**src/hw/rtl/bdc_pkg.sv**
```systemverilog
// ----------------------------------------------------------------------------
// bdc_pkg
// Shared types and constants of the base and dimer counter.
// ----------------------------------------------------------------------------
package bdc_pkg;

   typedef enum logic [1:0] {
      CMD_FEED   = 2'd0,
      CMD_SINGLE = 2'd1,
      CMD_DIMER  = 2'd2,
      CMD_TOTAL  = 2'd3
   } bdc_cmd_type;

   // total selects for the totals read
   localparam logic [3:0] TOT_CHARS = 4'd0;
   localparam logic [3:0] TOT_PAIRS = 4'd1;

   localparam logic [7:0] CHAR_HDR  = 8'h3E;  // '>'
   localparam logic [7:0] CHAR_LF   = 8'h0A;  // newline
   localparam logic [7:0] CHAR_GAP  = 8'h2D;  // '-'
   localparam logic [7:0] CHAR_A    = 8'h41;
   localparam logic [7:0] CHAR_N    = 8'h4E;
   localparam logic [7:0] CHAR_Z    = 8'h5A;
   localparam logic [7:0] CASE_MASK = 8'hDF;

   localparam logic [3:0] CODE_GAP  = 4'd0;
   localparam logic [3:0] CODE_N    = 4'd15;

   // letter to symbol code, A to Z; 5'd16 marks a letter with no code
   localparam logic [4:0] LETTER_CODE [26] = '{
      5'd1,  5'd11, 5'd2,  5'd12, 5'd16, 5'd16, 5'd3,  5'd13, 5'd16,
      5'd16, 5'd5,  5'd16, 5'd6,  5'd15, 5'd16, 5'd16, 5'd16, 5'd7,
      5'd9,  5'd4,  5'd16, 5'd14, 5'd10, 5'd16, 5'd8,  5'd16
   };

   typedef struct packed {
      logic [1:0] cmd;
      logic [7:0] char_in;
      logic [3:0] first_sym;
      logic [3:0] second_sym;
   } bdc_req_type;

   typedef struct packed {
      logic [31:0] count_value;
      logic        in_header;
   } bdc_rsp_type;

   typedef struct packed {
      logic hit;
      logic [3:0] code;
   } bdc_sym_type;

   // control of the beat between the tally stage and the result register
   typedef struct packed {
      logic valid;
      logic use_pair;
      logic pair_inc;
      logic in_header;
   } bdc_stage_type;

   function automatic bdc_sym_type bdc_sym_of(input logic [7:0] ch);
      bdc_sym_type res;
      logic [7:0]  folded;
      logic [4:0]  offs;
      logic [4:0]  code;
      res    = '{hit: 1'b0, code: CODE_GAP};
      folded = ch & CASE_MASK;
      offs   = 5'(folded - CHAR_A);
      code   = LETTER_CODE[(offs < 5'd26) ? offs : 5'd0];
      if (ch == CHAR_GAP) begin
         res.hit  = 1'b1;
         res.code = CODE_GAP;
      end else if (folded >= CHAR_A && folded <= CHAR_Z && !code[4]) begin
         res.hit  = 1'b1;
         res.code = code[3:0];
      end
      return res;
   endfunction

endpackage

```
**src/hw/rtl/bdc_tally.sv**
```systemverilog
// ----------------------------------------------------------------------------
// bdc_tally
// Line and header tracking, symbol decode, single counts and totals.
// ----------------------------------------------------------------------------
module bdc_tally #(
   parameter int SYMBOLS    = 16,
   parameter int COUNT_BITS = 32
) (
   input  logic                                     clock,
   input  logic                                     reset,
   input  logic                                     adv,
   input  logic                                     in_valid,
   input  logic [1:0]                               in_cmd,
   input  logic [7:0]                               in_char,
   input  logic [3:0]                               in_first,
   input  logic [3:0]                               in_second,
   output logic [$clog2(SYMBOLS*SYMBOLS)-1:0]       pair_addr,
   output bdc_pkg::bdc_stage_type                   stage,
   output logic [COUNT_BITS-1:0]                    tally_value
);
   import bdc_pkg::*;

   localparam int SymBits  = $clog2(SYMBOLS);
   localparam int AddrBits = $clog2(SYMBOLS*SYMBOLS);
   localparam logic [4:0]          SymLimit = 5'(SYMBOLS);
   localparam logic [AddrBits-1:0] SymCount = AddrBits'(SYMBOLS);

   function automatic logic [COUNT_BITS-1:0] sat_inc(input logic [COUNT_BITS-1:0] x);
      return (&x) ? x : x + 1'b1;
   endfunction

   logic [COUNT_BITS-1:0] single_ff [SYMBOLS];
   logic [COUNT_BITS-1:0] char_total_ff, char_total_in;
   logic [COUNT_BITS-1:0] pair_total_ff, pair_total_in;
   logic [SymBits-1:0]    prev_code_ff, prev_code_in;
   logic                  prev_valid_ff, prev_valid_in;
   logic                  line_start_ff, line_start_in;
   logic                  header_ff, header_in;
   bdc_stage_type         stage_ff, stage_in;
   logic [COUNT_BITS-1:0] value_ff, value_in;

   bdc_cmd_type           cmd;
   bdc_sym_type           sym;
   logic                  is_sym;
   logic                  hdr_eff;
   logic                  first_ok;
   logic                  second_ok;
   logic [SymBits-1:0]    sidx;
   logic [COUNT_BITS-1:0] single_rd;
   logic                  single_we;

   always_comb begin
      cmd       = bdc_cmd_type'(in_cmd);
      sym       = bdc_sym_of(in_char);
      is_sym    = sym.hit && ({1'b0, sym.code} < SymLimit);
      hdr_eff   = header_ff || (line_start_ff && in_char == CHAR_HDR);
      first_ok  = {1'b0, in_first} < SymLimit;
      second_ok = {1'b0, in_second} < SymLimit;
      sidx      = (cmd == CMD_FEED) ? sym.code[SymBits-1:0] : in_first[SymBits-1:0];
      single_rd = single_ff[sidx];
   end

   always_comb begin
      char_total_in = char_total_ff;
      pair_total_in = pair_total_ff;
      prev_code_in  = prev_code_ff;
      prev_valid_in = prev_valid_ff;
      line_start_in = line_start_ff;
      header_in     = header_ff;
      single_we     = 1'b0;
      value_in      = '0;
      pair_addr     = '0;
      stage_in      = '{valid: in_valid, use_pair: 1'b0, pair_inc: 1'b0,
                        in_header: header_ff};
      if (in_valid) begin
         case (cmd)
            CMD_FEED: begin
               if (in_char == CHAR_LF) begin
                  line_start_in = 1'b1;
                  header_in     = 1'b0;
               end else begin
                  line_start_in = 1'b0;
                  header_in     = hdr_eff;
                  if (!hdr_eff) begin
                     char_total_in = sat_inc(char_total_ff);
                     if (is_sym) begin
                        single_we      = 1'b1;
                        pair_total_in  = sat_inc(pair_total_ff);
                        stage_in.pair_inc = prev_valid_ff;
                        pair_addr      = AddrBits'(sym.code[SymBits-1:0]) * SymCount
                                         + AddrBits'(prev_code_ff);
                        prev_code_in   = sym.code[SymBits-1:0];
                        prev_valid_in  = 1'b1;
                     end else begin
                        prev_valid_in  = 1'b0;
                     end
                  end
               end
               stage_in.in_header = header_in;
            end
            CMD_SINGLE: begin
               if (first_ok) begin
                  value_in = single_rd;
               end
            end
            CMD_DIMER: begin
               if (first_ok && second_ok) begin
                  stage_in.use_pair = 1'b1;
                  pair_addr = AddrBits'(in_first[SymBits-1:0]) * SymCount
                              + AddrBits'(in_second[SymBits-1:0]);
               end
            end
            CMD_TOTAL: begin
               if (in_first == TOT_CHARS) begin
                  value_in = char_total_ff;
               end else if (in_first == TOT_PAIRS) begin
                  value_in = pair_total_ff;
               end
            end
            default: begin
               value_in = '0;
            end
         endcase
      end
   end

   always_ff @(posedge clock) begin
      if (reset) begin
         for (int i = 0; i < SYMBOLS; i++) begin
            single_ff[i] <= '0;
         end
         char_total_ff <= '0;
         pair_total_ff <= '0;
         prev_code_ff  <= '0;
         prev_valid_ff <= 1'b0;
         line_start_ff <= 1'b1;
         header_ff     <= 1'b0;
         stage_ff      <= '0;
      end else if (adv) begin
         if (single_we) begin
            single_ff[sidx] <= sat_inc(single_rd);
         end
         char_total_ff <= char_total_in;
         pair_total_ff <= pair_total_in;
         prev_code_ff  <= prev_code_in;
         prev_valid_ff <= prev_valid_in;
         line_start_ff <= line_start_in;
         header_ff     <= header_in;
         stage_ff      <= stage_in;
      end
   end

   always_ff @(posedge clock) begin
      if (adv) begin
         value_ff <= value_in;
      end
   end

   assign stage       = stage_ff;
   assign tally_value = value_ff;

`ifndef SYNTH
   // every symbol is also a counted character
   assert property (@(posedge clock) disable iff (reset)
      pair_total_ff <= char_total_ff)
      else $error("pair total ahead of character total");

   // a header only starts on the first byte of a line, newline clears it
   assert property (@(posedge clock) disable iff (reset)
      header_ff |-> !line_start_ff)
      else $error("header flag set at line start");
`endif

endmodule

```
**config.mk**
```make
export PLATFORM = sky130hd
export DESIGN_NAME = bdc_tally
export DESIGN_NICKNAME = d
export VERILOG_FILES = /design/src/hw/rtl/bdc_pkg.sv /design/src/hw/rtl/bdc_tally.sv
export SDC_FILE = /design/constraint.sdc
export NUM_CORES = 1
export LEC_CHECK = 0
export BUFFER_PORTS_ARGS = -buffer_cell sky130_fd_sc_hd__buf_2
export CAP_MARGIN = 20
export CORE_UTILIZATION = 36
export CTS_CLUSTER_SIZE = 20
export DETAILED_ROUTE_END_ITERATION = 10
export SETUP_SLACK_MARGIN = 0.3
export SLEW_MARGIN = 30
export SYNTH_ARGS = -nofsm -noshare
export SYNTH_HDL_FRONTEND = slang
export SYNTH_SLANG_ARGS = --single-unit
```
**constraint.sdc**
```tcl
create_clock -name clock -period 16.26 [get_ports clock]
set_clock_uncertainty 0.2 [all_clocks]
set_input_delay 1.626 -clock clock [delete_from_list [all_inputs] [get_ports clock]]
set_output_delay 1.626 -clock clock [all_outputs]
set_load 0.02 [all_outputs]
```
==> results.cfg, run 1 <==
[status]
outcome = finished, final reports clean

[logic_synthesis]
ys_types = 94
synth-edff-count = 544
synthFlopType = edfxtp_1
yosysMostFrequentCell = nor2_1
synthCells = 2680
ys_warn_count = 0
syn_area_sq_mm = 0.0298
seq_area_frac_synth = 0.598
yosysTopAreaCellShare = 0.548
yosysTopAreaCell = edfxtp_1
synth_nets = 2713
ys_async_sr_fraction = 0
synth_common_cells = 620 x nor2_1, 544 x edfxtp_1, 243 x nand2_1, 130 x clkbuf_1, 125 x nand3_1
syn_avg_cell_area_sq_um = 11.1
ys_ff_latch = 619
synth.area.top_cells = edfxtp_1 55%, nor2_1 7.8%, dfxtp_1 5.0%

[setup_path]
slowest_delay_ps = 910
r2r_start = single_ff[4][19]$_SDFFCE_PN0P_
r2r-end = single_ff[14][18]$_SDFFCE_PN0P_
cp.required_ps = 16390
cp-endpoint = single_ff[9][1]$_SDFFCE_PN0P_
critPathArrivalTime_ps = 10370
r2r_cells = 13
endpoint_kind = register
critPathMaxFanout = 22
path_class = in2reg
crit_start = in_char[0]
start_kind = primary input
crit_path_cell_trace = buf_2 -> inv_1 -> ha_1 -> nand2b_1 -> nand3_1 -> a21oi_1 -> inv_1 -> ha_1 -> a221o_1 -> a311oi_2 -> and3_4 -> a32o_1 -> nand2_1 -> a311oi_1 -> nor4_2 -> buf_2 -> nor3_1 -> nand3_1 -> or4_1 -> nor3_4 -> mux2i_2 -> nor2_1
crit_slowest_cell = or4_1
rrSetupSlack_ps = 11270

[routing]
wl_um = 103000
drc_errors = 0
wl_per_cell_um = 27.1
drt_iter0_markers = 2971
num_vias = 23025
ant_nets = 0
first_pass_iters = 8
drt-vias-per-instance = 6.06

[finish]
fin_nets = 2721
fin_area_sq_mm = 0.0333
antennaDiodeCount = 0
drive_gt1_frac = 0.137
instances_no_fill = 3801
area_delta_synth_final_pct = 11.7

[grt]
grt_pass1_wl_um = 149000
grt_pass1_vias = 22184
grt_max_degree = 93
overflow = 0
grt_use_total = 0.243
grt_antenna_before_repair = 4

[timing]
setup-tns-final_ps = 0
rsz0062_at_grt = false
drv_slew = 0
hold_viol = 0
min_period_ps = 10240
max_slew_margin = 0.306
setup_violations = 0
fin_ws_ps = 6020
tightest_slew_ps = 1040
post-route-period-util = 0.630
max_freq_mhz = 97.6

[placed_design]
gp_congestion = 0.940
place_ws_ps = 5650
placed_cells = 3688
place_area_sq_mm = 0.0313
dp_hpwl_um = 60300
io_buffer_count = 65

[clocking]
ctsHtreeMaxLevel = 3
clk_pin_slew_worst_paths_ps = 60
clk_latency_ps = 610
cts_hold_buf = 0
clk_path_buf_depth = 3
post_cts.repair.setup_buffers = 0
tritoncts = done
cts_resized = 0
cts-root-buf = clkbuf_16
cts_inserted_buffers = 68
clkSinkCount = 619

[pwr]
p_per_area_mw_per_mm2 = 112
max-vdd-ir-drop_mv = 0.0766
p_leak_nw = 11.5

[job]
drv_cap = 0

[die]
num_rows = 105
die_w_um = 290
die_h_um = 290
dieArea_sq_mm = 0.0839
start_util = 0.364
top_level_ports = 66
core_sq_mm = 0.0820

[worst_hold_path]
worstHoldPathType = reg2reg
==> registers in the layout, indices dropped and copies added (netlist names) <==
| register | flops |
|---|---|
| stage | 4 |
| line_start_ff | 1 |
| pair_total_ff | 32 |
| single_ff | 512 |
| char_total_ff | 32 |
| prev_valid_ff | 1 |
| prev_code_ff | 4 |
| tally_value | 32 |
| header_ff | 1 |
==> report_power, final <==
| part | total (mW) | switching (mW) | internal [mW] |
|---|---|---|---|
| Combinational | 0.485 | 0.361 | 0.124 |
| Clock | 1.45 | 0.629 | 0.823 |
| Sequential | 1.79 | 0.0153 | 1.77 |
| Total | 3.72 | 1.01 | 2.72 |
==> worst max-delay path: cells and delay by family <==
kind                       cells  cell delay [ps]
and+or+nand+nor               10             4080
AOI/OAI and AO/OA              5             2540
adders and majority gates      2              680
buffers and inverters          4              650
muxes                          1              770
==> cell type report <==
| type | instances | area, sq um |
|---|---|---|
| timing repair buffer | 150 | 966 |
| clock buffer | 85 | 1790 |
| tap | 1070 | 1340 |
| fill | 7864 | 48700 |
| multi-input combinational | 1822 | 11000 |
| clock inverter | 28 | 218 |
| sequential | 619 | 17800 |
| inverter | 27 | 101 |
==> how the worst min path moves through the flow <==
stage | from | to | slack [ps] | depth (start not counted)
after floorplan | line_start_ff$_SDFFE_PP1P_ | line_start_ff$_SDFFE_PP1P_ | 220 | 2
after global placement | line_start_ff$_SDFFE_PP1P_ | line_start_ff$_SDFFE_PP1P_ | 240 | 2
after detailed placement | line_start_ff$_SDFFE_PP1P_ | line_start_ff$_SDFFE_PP1P_ | 240 | 2
after CTS | line_start_ff$_SDFFE_PP1P_ | line_start_ff$_SDFFE_PP1P_ | 250 | 2
after global routing | line_start_ff$_SDFFE_PP1P_ | line_start_ff$_SDFFE_PP1P_ | 260 | 2
final | prev_code_ff[3]$_SDFFE_PP0P_ | prev_code_ff[3]$_SDFFE_PP0P_ | 260 | 2
==> stage by stage <==
| step | utilization | hold slack [ps] | power (mW) |
|---|---|---|---|
| 5_1_grt | 0.406 | 265 | 3.82 |
| 4_1_cts | 0.406 | 255 | 3.72 |
| 2_1_floorplan | - | 222 | 2.11 |
| 6_report | 0.406 | 257 | 3.72 |
| 3_3_place_gp | 0.380 | 236 | 2.28 |
| 3_5_place_dp | 0.382 | 240 | 2.29 |
==> cells by family after synthesis <==
group                    share of synthesized area
adder cells (fa/ha/maj)                    0.00462
flip-flops                                   0.598
AND/OR/NAND/NOR                              0.183
AO/OA/AOI/OAI                               0.0956
buffers and inverters                       0.0391
XOR/XNOR                                    0.0283
multiplexers                                0.0513
==> layer usage <==
layer	wire length, um	share of wire	GRT usage
met4	4260	0.041	0.101
met5	35	0.00034	0
met2	48600	0.47	0.401
met1	39000	0.38	0.313
met3	11000	0.11	0.0476
==> placed cells by master (no fill, tap or decap), types with 9 or more instances in the layout <==
master     instances
a2111oi_0          9
a211oi_1          28
a21oi_1           54
a221oi_1          39
a22oi_1           32
a311oi_1          17
a31oi_1           34
and3_1            43
buf_2             67
buf_4             81
clkbuf_1          16
clkbuf_16         69
clkinv_1          11
clkinv_2           9
dfxtp_1           75
edfxtp_1         544
ha_1              11
inv_1             26
mux2_2            11
mux2i_1           65
mux4_2            33
nand2_1          239
nand2b_1           9
nand2b_2          16
nand3_1          123
nand4_1           26
nor2_1           616
nor3_1            55
nor4_1            10
o211ai_1          22
o21ai_0           35
o221ai_1          10
o22ai_1           26
or2_2              9
or3_1             16
xnor2_1           22
xnor2_2           12
xor2_1            48
No activity file was read; power rests on OpenSTA's default activity.
==> run 2: changes to the inputs <==
clock period = 9.1 ns   (was 16.26 ns; I/O delays follow)
==> results.cfg, run 2 (synthesis gave the netlist of run 1 again) <==
[routing]
first_pass_iters = 8
ant_nets = 0
wl_per_cell_um = 26.0
drt_iter0_markers = 2953
drt-vias-per-instance = 6.01
wl_um = 100000
drc_errors = 0
num_vias = 23165

[timing]
min_period_ps = 8340
max_freq_mhz = 120
max_slew_margin = 0.275
holdWs_ps = 257
tightest_slew_ps = 1080
drv_slew = 0
hold_viol = 0
post-route-period-util = 0.917
setup-tns-final_ps = 0
setup_violations = 0
rsz0062_at_grt = false

[finish]
largest-register = single_ff
antennaDiodeCount = 0
area_delta_synth_final_pct = 12.7
multi_input_comb_area_sq_mm = 0.0109
seqCellArea_sq_mm = 0.0178
layout_commonest_cell = nor2_1
post-route-util = 0.410
mostFrequentLayoutCells = 618 x nor2_1, 544 x edfxtp_1, 240 x nand2_1, 129 x buf_4, 123 x nand3_1
fill_cells = 7695
largest_register_ffs = 512
fin_nets = 2767
drive_gt1_frac = 0.147

[placed_design]
dp_hpwl_um = 61100
gp_congestion = 0.922
io_buffer_count = 65

[die]
top_level_ports = 66
num_rows = 105
dieArea_sq_mm = 0.0839
core_sq_mm = 0.0820
die_h_um = 290
start_util = 0.364
die_w_um = 290

[clocking]
clk_path_buf_depth = 3
cts_hold_buf = 0
clk_pin_slew_worst_paths_ps = 60
post_cts.repair.setup_buffers = 0
clkSinkCount = 619
cts_resized = 0
tritoncts = done
cts-root-buf = clkbuf_16
cts_inserted_buffers = 69
clk_latency_ps = 620
ctsHtreeMaxLevel = 3

[grt]
grt_pass1_wl_um = 146000
grt_max_degree = 76
grt_use_total = 0.236
overflow = 0
grt_antenna_before_repair = 1
grt_pass1_vias = 22448

[setup_path]
start_kind = primary input
cp.required_ps = 9230
critPathArrivalTime_ps = 8480
endpoint_kind = register
path_class = in2reg
critPathMaxFanout = 48

[pwr]
p_per_area_mw_per_mm2 = 199
max-vdd-ir-drop_mv = 0.113
p_leak_nw = 11.7

[job]
drv_cap = 0

[worst_hold_path]
worstHoldPathType = reg2reg

[status]
outcome = finished, final reports clean
run 2: worst max-delay path, stage by stage:
cell,delay [ps]
buf_2,190
inv_1,90
ha_1,310
nand2b_1,240
nand3_1,200
a21oi_1,390
inv_1,120
ha_1,370
a221o_1,370
a311oi_2,370
and3_4,450
a21o_4,610
buf_4,620
mux4_2,350
a22oi_1,80
nand2_1,250
ha_1,250
nand3_2,210
nor4_1,840
a31oi_1,360
xnor2_2,690
nor2_1,120
run 2: worst paths after layout:
path | end | from | cells after the start | slack (ps)
worst max register to register | single_ff[1][25]$_SDFFCE_PN0P_ | header_ff$_SDFFE_PP0P_ | 10 | 4390
worst min-delay path | line_start_ff$_SDFFE_PP1P_ | line_start_ff$_SDFFE_PP1P_ | 2 | 260
worst max-delay path | single_ff[10][3]$_SDFFCE_PN0P_ | in_char[0] | 22 | 760
worst min register to register | line_start_ff$_SDFFE_PP1P_ | line_start_ff$_SDFFE_PP1P_ | 2 | 260
run 2: routing by layer:
metal | routed length [um] | track usage
met1 | 38400 | 0.307
met2 | 47100 | 0.386
met3 | 10300 | 0.0407
met4 | 4490 | 0.106
met5 | 13 | 0
run 2: layout make-up:
type | instances | share of cell area
Clock buffer | 91 | 0.0557
Clock inverter | 31 | 0.00585
Sequential cell | 619 | 0.531
Inverter | 27 | 0.00302
Tap cell | 1070 | 0.0398
Multi-Input combinational cell | 1822 | 0.326
Timing Repair Buffer | 195 | 0.0391
run 2: where the power goes:
| group | total [mW] | switching (mW) | internal [mW] |
|---|---|---|---|
| combinational | 0.887 | 0.641 | 0.246 |
| clock | 2.62 | 1.14 | 1.48 |
| sequential | 3.19 | 0.0266 | 3.17 |
run 2: per-stage QoR:
stage               power (mW)  cells  instance area [sq um]  setup WS [ps]
floorplan                 3.77   2680                  29800           1580
global placement          4.11   3733                  31500            662
detailed placement        4.12   3733                  31500            419
CTS                       6.70   3855                  33600           1050
global route              6.87   3855                  33600            464
finish                    6.70   3855                  33600            755
